### src/tile_sprite_pixel_writer_defines.svh
// Assertion macros shared by the tile sprite pixel writer RTL.
`ifndef TILE_SPRITE_PIXEL_WRITER_DEFINES_SVH
`define TILE_SPRITE_PIXEL_WRITER_DEFINES_SVH

// check prop on every clock edge outside reset
`define TSP_ASSERT(lbl, prop, msg) \
  lbl: assert property (@(posedge clk_i) disable iff (!rst_ni) prop) else $error(msg);

// check prop on every clock edge, reset included
`define TSP_ASSERT_ALWAYS(lbl, prop, msg) \
  lbl: assert property (@(posedge clk_i) prop) else $error(msg);

`endif

### src/tsp_pkg.sv
// Shared types, constants and address helpers of the tile sprite pixel writer.
package tsp_pkg;

  localparam int SCREEN_WIDTH  = 512;
  localparam int CELL_SIDE     = 8;
  localparam int PALETTE_COUNT = 256;

  localparam int AREA      = CELL_SIDE * CELL_SIDE;
  localparam int SIDE_W    = $clog2(CELL_SIDE);
  localparam int PIC_W     = $clog2(AREA);
  localparam int ADDR_W    = 18;
  localparam int COLOR_W   = 16;
  localparam int PIDX_W    = 12;
  localparam int PAL_DEPTH = 1 << PIDX_W;
  localparam int SEL_W     = 8;
  localparam int SEL_COUNT = 1 << SEL_W;
  localparam int NIB_W     = 4;
  localparam int BYTE_W    = 8;
  localparam int CELL_W    = 2;
  localparam int SIZE_W    = 3;
  localparam int POS_W     = 9;
  localparam int KIND_W    = 2;
  localparam int CFG_IDX_W = 3;
  localparam int CFG_DAT_W = 9;

  localparam logic [SIZE_W-1:0] SIZE_MIN = SIZE_W'(1);
  localparam logic [SIZE_W-1:0] SIZE_MAX = SIZE_W'(4);

  typedef enum logic [KIND_W-1:0] {
    KIND_CELL    = 2'd0,
    KIND_PAL     = 2'd1,
    KIND_RESTART = 2'd2
  } kind_e;

  typedef enum logic [CFG_IDX_W-1:0] {
    CFG_PAL_SEL = 3'd0,
    CFG_COLUMNS = 3'd1,
    CFG_ROWS    = 3'd2,
    CFG_ORIG_X  = 3'd3,
    CFG_ORIG_Y  = 3'd4
  } cfg_idx_e;

  typedef struct packed {
    logic [SEL_W-1:0]  palette_select;
    logic [SIZE_W-1:0] sprite_columns;
    logic [SIZE_W-1:0] sprite_rows;
    logic [POS_W-1:0]  origin_x;
    logic [POS_W-1:0]  origin_y;
  } cfg_t;

  localparam cfg_t CFG_RESET = '{
    palette_select: SEL_W'(0),
    sprite_columns: SIZE_W'(1),
    sprite_rows:    SIZE_W'(1),
    origin_x:       POS_W'(128),
    origin_y:       POS_W'(64)
  };

  typedef struct packed {
    logic [ADDR_W-1:0] addr;
    logic [PIDX_W-1:0] pidx;
    logic              last;
  } slot_t;

  typedef struct packed {
    logic [1:0]      live;
    slot_t [1:0]     slot;
  } job_t;

  typedef logic [SEL_COUNT-1:0][SEL_W-1:0] pal_tbl_t;

  function automatic pal_tbl_t build_pal_mod();
    pal_tbl_t t;
    for (int i = 0; i < SEL_COUNT; i++) begin
      t[i] = SEL_W'(i % PALETTE_COUNT);
    end
    return t;
  endfunction

  localparam pal_tbl_t PAL_MOD = build_pal_mod();

  function automatic logic [SIZE_W-1:0] clamp_size(logic [SIZE_W-1:0] v);
    logic [SIZE_W-1:0] r;
    r = v;
    if (v < SIZE_MIN) r = SIZE_MIN;
    if (v > SIZE_MAX) r = SIZE_MAX;
    return r;
  endfunction

  function automatic logic [ADDR_W-1:0] screen_addr(cfg_t cfg, logic [CELL_W-1:0] col,
                                                    logic [CELL_W-1:0] row,
                                                    logic [SIDE_W:0] px, logic [SIDE_W:0] py);
    logic [ADDR_W-1:0] row_s;
    logic [ADDR_W-1:0] col_s;
    row_s = ADDR_W'(cfg.origin_y) + ADDR_W'(ADDR_W'(CELL_SIDE) * ADDR_W'(row)) + ADDR_W'(py);
    col_s = ADDR_W'(cfg.origin_x) + ADDR_W'(ADDR_W'(CELL_SIDE) * ADDR_W'(col)) + ADDR_W'(px);
    return ADDR_W'(row_s * ADDR_W'(SCREEN_WIDTH)) + col_s;
  endfunction

endpackage

### src/tsp_walk.sv
// Sprite walk counters and the pixel jobs that one cell byte produces.
module tsp_walk (
  input  logic                        clk_i,
  input  logic                        rst_ni,
  input  tsp_pkg::cfg_t               cfg_i,
  input  logic                        byte_en_i,
  input  logic                        restart_i,
  input  logic [tsp_pkg::BYTE_W-1:0]  cell_byte_i,
  output tsp_pkg::job_t               job_o
);

  localparam logic [tsp_pkg::SIDE_W:0] SIDE_E = (tsp_pkg::SIDE_W + 1)'(tsp_pkg::CELL_SIDE);
  localparam logic [tsp_pkg::SIDE_W:0] ONE_E  = (tsp_pkg::SIDE_W + 1)'(1);
  localparam logic [tsp_pkg::PIC_W:0]  AREA_E = (tsp_pkg::PIC_W + 1)'(tsp_pkg::AREA);

  logic [tsp_pkg::CELL_W-1:0] col_q, col_d, row_q, row_d;
  logic [tsp_pkg::PIC_W-1:0]  pic_q, pic_d;
  logic [tsp_pkg::SIDE_W-1:0] px_q, px_d, py_q, py_d;

  logic [tsp_pkg::SIDE_W:0]   px0, py0, px1, py1, px2, py2;
  logic                       wrap1, wrap2;
  logic [tsp_pkg::PIC_W:0]    pic1, pic2;
  logic [tsp_pkg::NIB_W-1:0]  nib_hi, nib_lo;
  logic [tsp_pkg::SEL_W-1:0]  pal_base;
  logic                       live0, live1;
  logic [tsp_pkg::SIZE_W-1:0] cols, rows, col3, row3;

  always_comb begin
    px0    = {1'b0, px_q};
    py0    = {1'b0, py_q};
    wrap1  = (px0 + ONE_E) == SIDE_E;
    px1    = wrap1 ? '0 : px0 + ONE_E;
    py1    = wrap1 ? py0 + ONE_E : py0;
    pic1   = {1'b0, pic_q} + (tsp_pkg::PIC_W + 1)'(1);
    pic2   = {1'b0, pic_q} + (tsp_pkg::PIC_W + 1)'(2);
    nib_hi = cell_byte_i[tsp_pkg::BYTE_W-1:tsp_pkg::NIB_W];
    nib_lo = cell_byte_i[tsp_pkg::NIB_W-1:0];
    live0  = nib_hi != '0;
    live1  = (nib_lo != '0) && (pic1 < AREA_E);
    pal_base = tsp_pkg::PAL_MOD[cfg_i.palette_select];

    job_o.live         = {live1, live0};
    job_o.slot[0].addr = tsp_pkg::screen_addr(cfg_i, col_q, row_q, px0, py0);
    job_o.slot[0].pidx = {pal_base, nib_hi};
    job_o.slot[0].last = !live1;
    job_o.slot[1].addr = tsp_pkg::screen_addr(cfg_i, col_q, row_q, px1, py1);
    job_o.slot[1].pidx = {pal_base, nib_lo};
    job_o.slot[1].last = 1'b1;
  end

  always_comb begin
    col_d = col_q;
    row_d = row_q;
    pic_d = pic_q;
    px_d  = px_q;
    py_d  = py_q;
    cols  = tsp_pkg::clamp_size(cfg_i.sprite_columns);
    rows  = tsp_pkg::clamp_size(cfg_i.sprite_rows);
    col3  = {1'b0, col_q} + tsp_pkg::SIZE_W'(1);
    row3  = {1'b0, row_q};
    px2   = px0 + (tsp_pkg::SIDE_W + 1)'(2);
    wrap2 = px2 >= SIDE_E;
    py2   = wrap2 ? py0 + ONE_E : py0;
    if (wrap2) begin
      px2 = px2 - SIDE_E;
    end
    if (restart_i) begin
      col_d = '0;
      row_d = '0;
      pic_d = '0;
      px_d  = '0;
      py_d  = '0;
    end else if (byte_en_i) begin
      if (pic2 >= AREA_E) begin
        pic_d = '0;
        px_d  = '0;
        py_d  = '0;
        if (col3 >= cols) begin
          col3 = '0;
          row3 = row3 + tsp_pkg::SIZE_W'(1);
        end
        if (row3 >= rows) begin
          row3 = '0;
        end
        col_d = col3[tsp_pkg::CELL_W-1:0];
        row_d = row3[tsp_pkg::CELL_W-1:0];
      end else begin
        pic_d = pic2[tsp_pkg::PIC_W-1:0];
        px_d  = px2[tsp_pkg::SIDE_W-1:0];
        py_d  = py2[tsp_pkg::SIDE_W-1:0];
      end
    end
  end

  always_ff @(posedge clk_i or negedge rst_ni) begin
    if (!rst_ni) begin
      col_q <= '0;
      row_q <= '0;
      pic_q <= '0;
      px_q  <= '0;
      py_q  <= '0;
    end else begin
      col_q <= col_d;
      row_q <= row_d;
      pic_q <= pic_d;
      px_q  <= px_d;
      py_q  <= py_d;
    end
  end

endmodule
### config.mk
export PLATFORM = sky130hd
export DESIGN_NAME = tsp_walk
export DESIGN_NICKNAME = d
export VERILOG_FILES = /design/src/tile_sprite_pixel_writer_defines.svh /design/src/tsp_pkg.sv /design/src/tsp_walk.sv
export SDC_FILE = /design/constraint.sdc
export NUM_CORES = 1
export LEC_CHECK = 0
export BUFFER_PORTS_ARGS = -buffer_cell sky130_fd_sc_hd__buf_2
export CORE_MARGIN = 4
export CORE_UTILIZATION = 40
export DETAILED_ROUTE_END_ITERATION = 8
export PLACE_DENSITY = 0.65
export SYNTH_ARGS = -nofsm -noshare
export SYNTH_HDL_FRONTEND = slang
export SYNTH_SLANG_ARGS = --single-unit
export TNS_END_PERCENT = 5
### constraint.sdc
create_clock -name clk_i -period 7.34 [get_ports clk_i]
set_clock_uncertainty 0.2 [all_clocks]
set_input_delay 0.734 -clock clk_i [delete_from_list [all_inputs] [get_ports clk_i]]
set_output_delay 0.734 -clock clk_i [all_outputs]
set_load 0.02 [all_outputs]
==> results of run 1 <==
==> power groups by stage <==
| stage | sequential, mW | clock, mW | combinational [mW] |
|---|---|---|---|
| finish | 0.0945 | 0.0748 | 0.369 |
| detailed placement | 0.0960 | 0 | 0.371 |
| CTS | 0.0946 | 0.0778 | 0.372 |
| global route | 0.0958 | 0.0827 | 0.409 |
| global placement | 0.0958 | 0 | 0.366 |
| floorplan | 0.0926 | 0 | 0.298 |
==> flip-flops by register name, indices dropped and copies added, names as in the netlist <==
register	cells
pic_q	5
py_q	3
col_q	2
px_q	2
row_q	2
==> final cells by class <==
type | instances | area (µm²)
fill | 708 | 3680
multi-input combinational | 265 | 2130
timing repair buffer | 82 | 410
sequential | 14 | 350
tap | 96 | 120
inverter | 22 | 82.6
clock buffer | 4 | 55.1
==> synthesized netlist by cell type (3+ instances only) <==
cell type,instances,share of area [%]
xnor2_1,30,9.3
buf_4,28,7.4
ha_1,28,12
nor2_1,27,3.6
nand2_1,24,3.2
inv_1,22,2.9
xor2_1,16,4.9
a21oi_1,15,2.6
dfrtp_1,14,12
nand3_1,10,1.8
o21ai_0,10,1.8
a21o_1,9,2.4
nand2b_1,8,1.8
nor2b_1,7,1.5
clkbuf_1,6,0.79
fa_1,5,3.5
nand4_1,5,1.1
o22ai_1,4,0.88
and2_1,3,0.66
clkbuf_2,3,0.53
nor3_1,3,0.53
nor3_2,3,1.1
nor4_1,3,0.66
==> cells by family after synthesis <==
logic type / after synthesis
flip-flops: 14
other: 2
AO/OA/AOI/OAI: 71
buffers and inverters: 64
XOR/XNOR: 50
multiplexers: 1
adder cells (fa/ha/maj): 33
AND/OR/NAND/NOR: 107
==> path summary, 6_finish.rpt <==
path | start | to | slack [ns]
worst max-delay path | cfg_i[3] | job_o[60] | 3.17
worst min-delay path | rst_ni | pic_q[3]$_DFFE_PN0P_ | 0.17
worst max register to register | col_q[1]$_DFFE_PN0P_ | row_q[0]$_DFFE_PN0P_ | 4.21
worst min register to register | py_q[2]$_DFFE_PN0P_ | py_q[2]$_DFFE_PN0P_ | 0.33
max in group asynchronous | rst_ni | px_q[1]$_DFFE_PN0P_ | 6.55
min in group clk_i | py_q[2]$_DFFE_PN0P_ | py_q[2]$_DFFE_PN0P_ | 0.33
==> metal layers <==
| layer | vias to the layer above | global-route usage [%] | routed length, µm |
|---|---|---|---|
| met4 | 0 | 3.71 | 88 |
| met2 | 53 | 26.2 | 2930 |
| met1 | 1107 | 17.4 | 2620 |
| li1 | 1254 | - | - |
| met3 | 8 | 2.46 | 296 |
| met5 | - | 0 | 0 |
==> worst max-delay path, cell delays in order <==
cell and delay (ns):
buf_2 0.08, ha_1 0.17, inv_1 0.06, fa_1 0.77
and3b_1 0.23, o2bb2ai_1 0.12, xnor2_1 0.20, nor4b_2 0.31
nor3b_2 0.22, xor2_1 0.15, buf_2 0.18
==> through the flow <==
stage	utilization (%)	hold slack, ns
after floorplan	-	0.238
after global placement	45.3	0.319
after detailed placement	45.3	0.321
after CTS	46.1	0.171
after global routing	46.1	0.184
final	46.1	0.166
==> run_results.csv, run 1 <==
group,metric,value,unit
power_and_ir_drop,p_leak,1.47,nW
global_routing,grt.total_usage,14.4,%
power_and_ir_drop,clockPowerShare,13.9,%
yosys,avgSynthCellArea,8.29,µm²
final_layout,drive_gt1_share,28.9,%
timing,setup_violations,0,
yosys,synth_area,2840,µm²
routing,final_antenna_net_count,0,
final_layout,syn2layout_area_growth,11.0,%
clocking,cts_buffers,3,
timing,hold_violations,0,
setup_path,critical_path_class,"input pin to output port",
yosys,synth_xor_area_share,16.9,%
clocking,cts_tree,"done",
timing,setup-tns-final,0,ns
die,fp.dieH,92.2,µm
final_layout,fin_cells,483,
timing,tightest_slew,0.498,ns
clocking,worstSkewPairLatency,0.25,ns
worst_hold_path,hold_path_class,"input pin to async pin",
place,portBuffers,82,
yosys,seq_area_frac_synth,12.4,%
place,post-place-ws,3.16,ns
die,chipWidth,92.2,µm
yosys,ys_ff_latch,14,
routing,wl_per_cell,12.3,µm
clocking,cts-resized-gates,0,
final_layout,nNetsFinal,465,
place,place_area,3090,µm²
global_routing,grt_max_degree,15,
timing,max_clock_freq,240,MHz
final_layout,final_common_cell,"buf_2",
power_and_ir_drop,total_power,0.538,mW
power_and_ir_drop,switching_power,0.265,mW
setup_path,end_kind,"output port",
routing,drt_iter0_markers,90,
place,dp_hpwl,5140,µm
power_and_ir_drop,p_per_area,171,nW/µm²
die,rows,30,
clocking,clockBufferDepth,2,
routing,routed_via_density,5.01,
setup_path,worstSetupStartpointType,"input pin",
timing,min_period_over_period,56.9,%
routing,vias,2422,
die,core_area,6830,µm²
global_routing,antenna_found_initial,0,
clocking,htreeDepth,1,
yosys,synth_mux_area_share,0.397,%
yosys,synth_top_family_by_area,"simple AND/OR/NAND/NOR gates",
yosys,synth-simple-area-share,21.3,%
yosys,synth_edf_count,0,
power_and_ir_drop,switching_share,49.3,%
setup_path,reg2regPathDepth,11,
place,dp.cells,479,
yosys,synth_ff_type,"dfrtp_1",
final_layout,final_cell_mix,"buf_2, xnor2_1, ha_1",
setup_path,critPathMaxFanout,12,
global_routing,grt_pass1_vias,2463,
routing,route.detailed.drc,0,
power_and_ir_drop,vdd.ir_drop.worst,0.0930,mV
setup_path,arrival,3.24,ns
die,initial_core_util,41.5,%
clocking,clkTransAtPathRegs,0.06,ns
final_layout,fin_area,3150,µm²
power_and_ir_drop,power_frac_comb,68.5,%
clocking,cts.sinks,14,
power_and_ir_drop,p_int,0.273,mW
timing,slew_headroom,66.6,%
final_layout,n_antenna_cell,0,
yosys,synth_adder_area_share,15.9,%
power_and_ir_drop,seq_power_share,17.6,%
die,io_pins,108,
yosys,ys_warn_count,0,
yosys,synth-async-reset-ratio,100,%
yosys,synthDistinctLibCells,70,
setup_path,cp.required,6.41,ns
global_routing,grt_pass1_wl,10500,µm
clocking,post-cts-setup-buffers,0,
yosys,synth_cells,342,
yosys,synth_compound_area_share,20.2,%
job,drv_cap,0,
routing,wl,5930,µm
timing,grt_setup_unrepaired,"no",
clocking,cts_hold_buffers,0,
die,die_area,8500,µm²
timing,slew_violations,0,
timing,min_period,4.17,ns
routing,firstDrtPassIters,4,
place,routabilityCongestion,0.831,
timing,fin_ws,3.17,ns
clocking,clock-root-buffer,"clkbuf_8",
global_routing,grt_overflow,0,
outcome,status,"completed",
Note: power is estimated with default switching activity, not from simulation.
==> run 2, diff against run 1 <==
- ABC_AREA: not set -> 1
- clock period: 7.34 -> 4.2 ns (I/O delays scaled with it)
==> run 2 against run 1 <==
Effect of this change: critical path type is now flop to output port; die area is 0.49% higher; final area up 1.9%; non-clock buffer count rose by 1; wire length grew 5.4%; largest cell class unchanged; via count grew 15%; count of clock-buffer cells in the layout unchanged; synthesized area increased by 0.53%; synthesized cell count increased by 31%; register-to-register slack got worse by 2.9 ns; flip-flop and latch count unchanged; global-route usage grew 0.38 points; cell count is 24% higher.
==> run_results.csv, run 2 <==
group,metric,value,unit
outcome,status,"completed",
die,core_area,6870,µm²
routing,wl,6250,µm
setup_path,cp.required,3.58,ns
yosys,synth_area,2850,µm²
final_layout,largest_registers,"pic_q (5), py_q (3)",
final_layout,final_common_cell,"nand2_1",
yosys,synth_compound_area_share,7.07,%
timing,hold_violations,0,
global_routing,grt.met1_usage,18.7,%
yosys,synth_top_family_by_area,"simple AND/OR/NAND/NOR gates",
timing,slew_violations,0,
yosys,synthTopCellsByArea,"nand2_1, dfrtp_1, ha_1",
timing,tightest_slew,0.700,ns
worst_hold_path,hp-start,"restart_i",
clocking,cts_tree,"done",
routing,vias,2781,
final_layout,fin_cells,597,
die,fp.dieH,92.4,µm
setup_path,critPathMaxFanout,8,
clocking,worstSkewPairLatency,0.24,ns
power_and_ir_drop,vdd.ir_drop.worst,0.168,mV
yosys,avgSynthCellArea,6.38,µm²
yosys,synthDistinctLibCells,40,
final_layout,final_cell_mix,"nand2_1, buf_2, inv_1",
timing,slew_headroom,53.1,%
global_routing,grt.total_usage,14.8,%
routing,route.detailed.drc,0,
yosys,synth_top_area_cell,"nand2_1",
timing,setup-tns-final,0,ns
final_layout,regMostFlops,"pic_q",
global_routing,grt_pass1_vias,2571,
die,rows,30,
power_and_ir_drop,p_leak,1.81,nW
die,io_pins,108,
clocking,cts.sinks,14,
final_layout,nNetsFinal,579,
yosys,ys_top_cells_by_count,"nand2_1, inv_1, nand3_1, nor2_1",
yosys,synth.most_common_cell,"nand2_1",
place,dp.cells,592,
global_routing,grt_pass1_wl,10800,µm
global_routing,grt.met2_usage,26.7,%
setup_path,critical_path_class,"flop to output port",
global_routing,grt-busiest-layer,"met2",
setup_path,end_kind,"output port",
global_routing,antenna_found_initial,0,
yosys,synth_adder_area_share,15.8,%
yosys,synth_ff_type,"dfrtp_1",
routing,final_antenna_net_count,0,
yosys,ys_ff_latch,14,
worst_hold_path,hold_path_class,"input pin to flop",
global_routing,grt_overflow,0,
routing,wl_per_cell,10.5,µm
setup_path,worstReg2RegStart,"col_q[0]$_DFFE_PN0P_",
setup_path,r2r-end,"row_q[0]$_DFFE_PN0P_",
routing,firstDrtPassIters,4,
clocking,clock-root-buffer,"clkbuf_8",
final_layout,fin_area,3210,µm²
clocking,clockBufferDepth,2,
timing,min_period_over_period,83.0,%
worst_hold_path,hold_end,"pic_q[1]$_DFFE_PN0P_",
place,routabilityCongestion,0.795,
setup_path,reg2regPathDepth,11,
timing,setup_violations,0,
global_routing,use_met3,1.79,%
setup_path,arrival,2.86,ns
clocking,clkTransAtPathRegs,0.06,ns
setup_path,r2r_slack,1.30,ns
final_layout,n_antenna_cell,0,
die,die_area,8540,µm²
worst_hold_path,min_path_cells,2,
yosys,synth_cells,447,
timing,min_period,3.48,ns
yosys,ys_warn_count,0,
timing,grt_setup_unrepaired,"no",
die,chipWidth,92.4,µm
timing,fin_ws,0.716,ns
yosys,synth-async-reset-ratio,100,%
place,dp_hpwl,5510,µm
setup_path,worstSetupStartpointType,"flop",
place,portBuffers,82,
yosys,synth-simple-area-share,37.2,%
clocking,htreeDepth,1,
job,drv_cap,0,
yosys,synth_mux_area_share,0,%
place,post-place-ws,0.869,ns
final_layout,multi_input_area,1980,µm²
die,initial_core_util,41.5,%
power_and_ir_drop,p_per_area,342,nW/µm²
final_layout,fill_cells,716,
routing,drt_iter0_markers,98,
routing,routed_via_density,4.66,
place,place_area,3140,µm²
clocking,cts_buffers,3,
final_layout,drive_gt1_share,23.0,%
yosys,seq_area_frac_synth,12.3,%
global_routing,grt_max_degree,15,
power_and_ir_drop,total_power,1.10,mW
yosys,synth_top_cell_area_share,14.6,%
final_layout,largest_reg_flops,5,
yosys,synth_edf_count,0,
final_layout,seqCellArea,350,µm²
timing,max_clock_freq,287,MHz
final_layout,syn2layout_area_growth,12.6,%
yosys,synth_xor_area_share,9.17,%
[run 2: cell types whose count changed after synthesis, moves of 8 or more]
| cell | change |
|---|---|
| a21o_1 | -9 |
| inv_1 | +44 |
| nand2_1 | +87 |
| nand2_2 | +8 |
| nand2b_1 | -8 |
| nand3_1 | +27 |
| xnor2_1 | -23 |
[run 2: worst max-delay path by stage]
stage                     depth (start not counted)  slack [ns]                 start         to
final                                            13        0.72  col_q[0]$_DFFE_PN0P_  job_o[30]
after global placement                           14        0.95             cfg_i[12]  job_o[29]
after global routing                             12        0.47  col_q[0]$_DFFE_PN0P_  job_o[57]
after floorplan                                  12        1.10             cfg_i[12]  job_o[28]
after detailed placement                         14        0.87             cfg_i[12]  job_o[30]
after CTS                                        13        0.68  col_q[0]$_DFFE_PN0P_  job_o[30]
[run 2: worst max-delay path: stages, from the launching register on]
cell and delay, ns:
dfrtp_1 0.43, ha_1 0.26, fa_1 0.43, nand4_1 0.13, nor2_1 0.08, ha_1 0.29, nor3b_2 0.25, nand3_4 0.10
nand2_4 0.11, nand3_4 0.14, nor2_2 0.12, nor2_1 0.05, nor2_1 0.07, buf_2 0.16
[run 2: stage by stage]
stage | util (%) | hold WS, ns
2_1_floorplan | - | -0.0756
3_3_place_gp | 45.8 | 0.134
3_5_place_dp | 45.8 | 0.135
4_1_cts | 46.7 | 0.196
5_1_grt | 46.7 | 0.213
6_report | 46.7 | 0.202
[run 2: cell type report]
cell class                      instances  share of cell area [%]
Inverter                               74                    8.66
Sequential cell                        14                    10.9
Multi-Input combinational cell        326                    61.9
Clock buffer                            4                    1.72
Tap cell                               96                    3.74
Timing Repair Buffer                   83                    13.1
[run 2: kinds of logic (layout without fill, tap and decap cells)]
group | after synthesis | in the layout
AOI/OAI and AO/OA | 36 | 36
xor gates and xnor gates | 29 | 29
and+or+nand+nor | 225 | 225
adders and majority gates | 33 | 33
other | 2 | 3
DFF | 14 | 14
buffers and inverters | 108 | 161
[run 2: metal layers]
layer / share of wire [%] / routed length, µm
met4: 0.72 / 45
met1: 46 / 2850
met2: 49 / 3090
met5: 0 / 0
met3: 4.3 / 269
[run 2: what timing repair did]
action	CTS	global route
hold buffers	1	0
setup buffers	0	0
resized for setup	0	0
hold endpoints to repair	14	0
[run 2: report_power, final]
| part | internal, mW | leakage [nW] | switching (mW) | total (mW) |
|---|---|---|---|---|
| clock network | 0.0829 | 0.0288 | 0.0478 | 0.131 |
| registers | 0.152 | 0.190 | 0.0193 | 0.171 |
| logic | 0.277 | 1.59 | 0.518 | 0.795 |
| total | 0.512 | 1.81 | 0.585 | 1.10 |
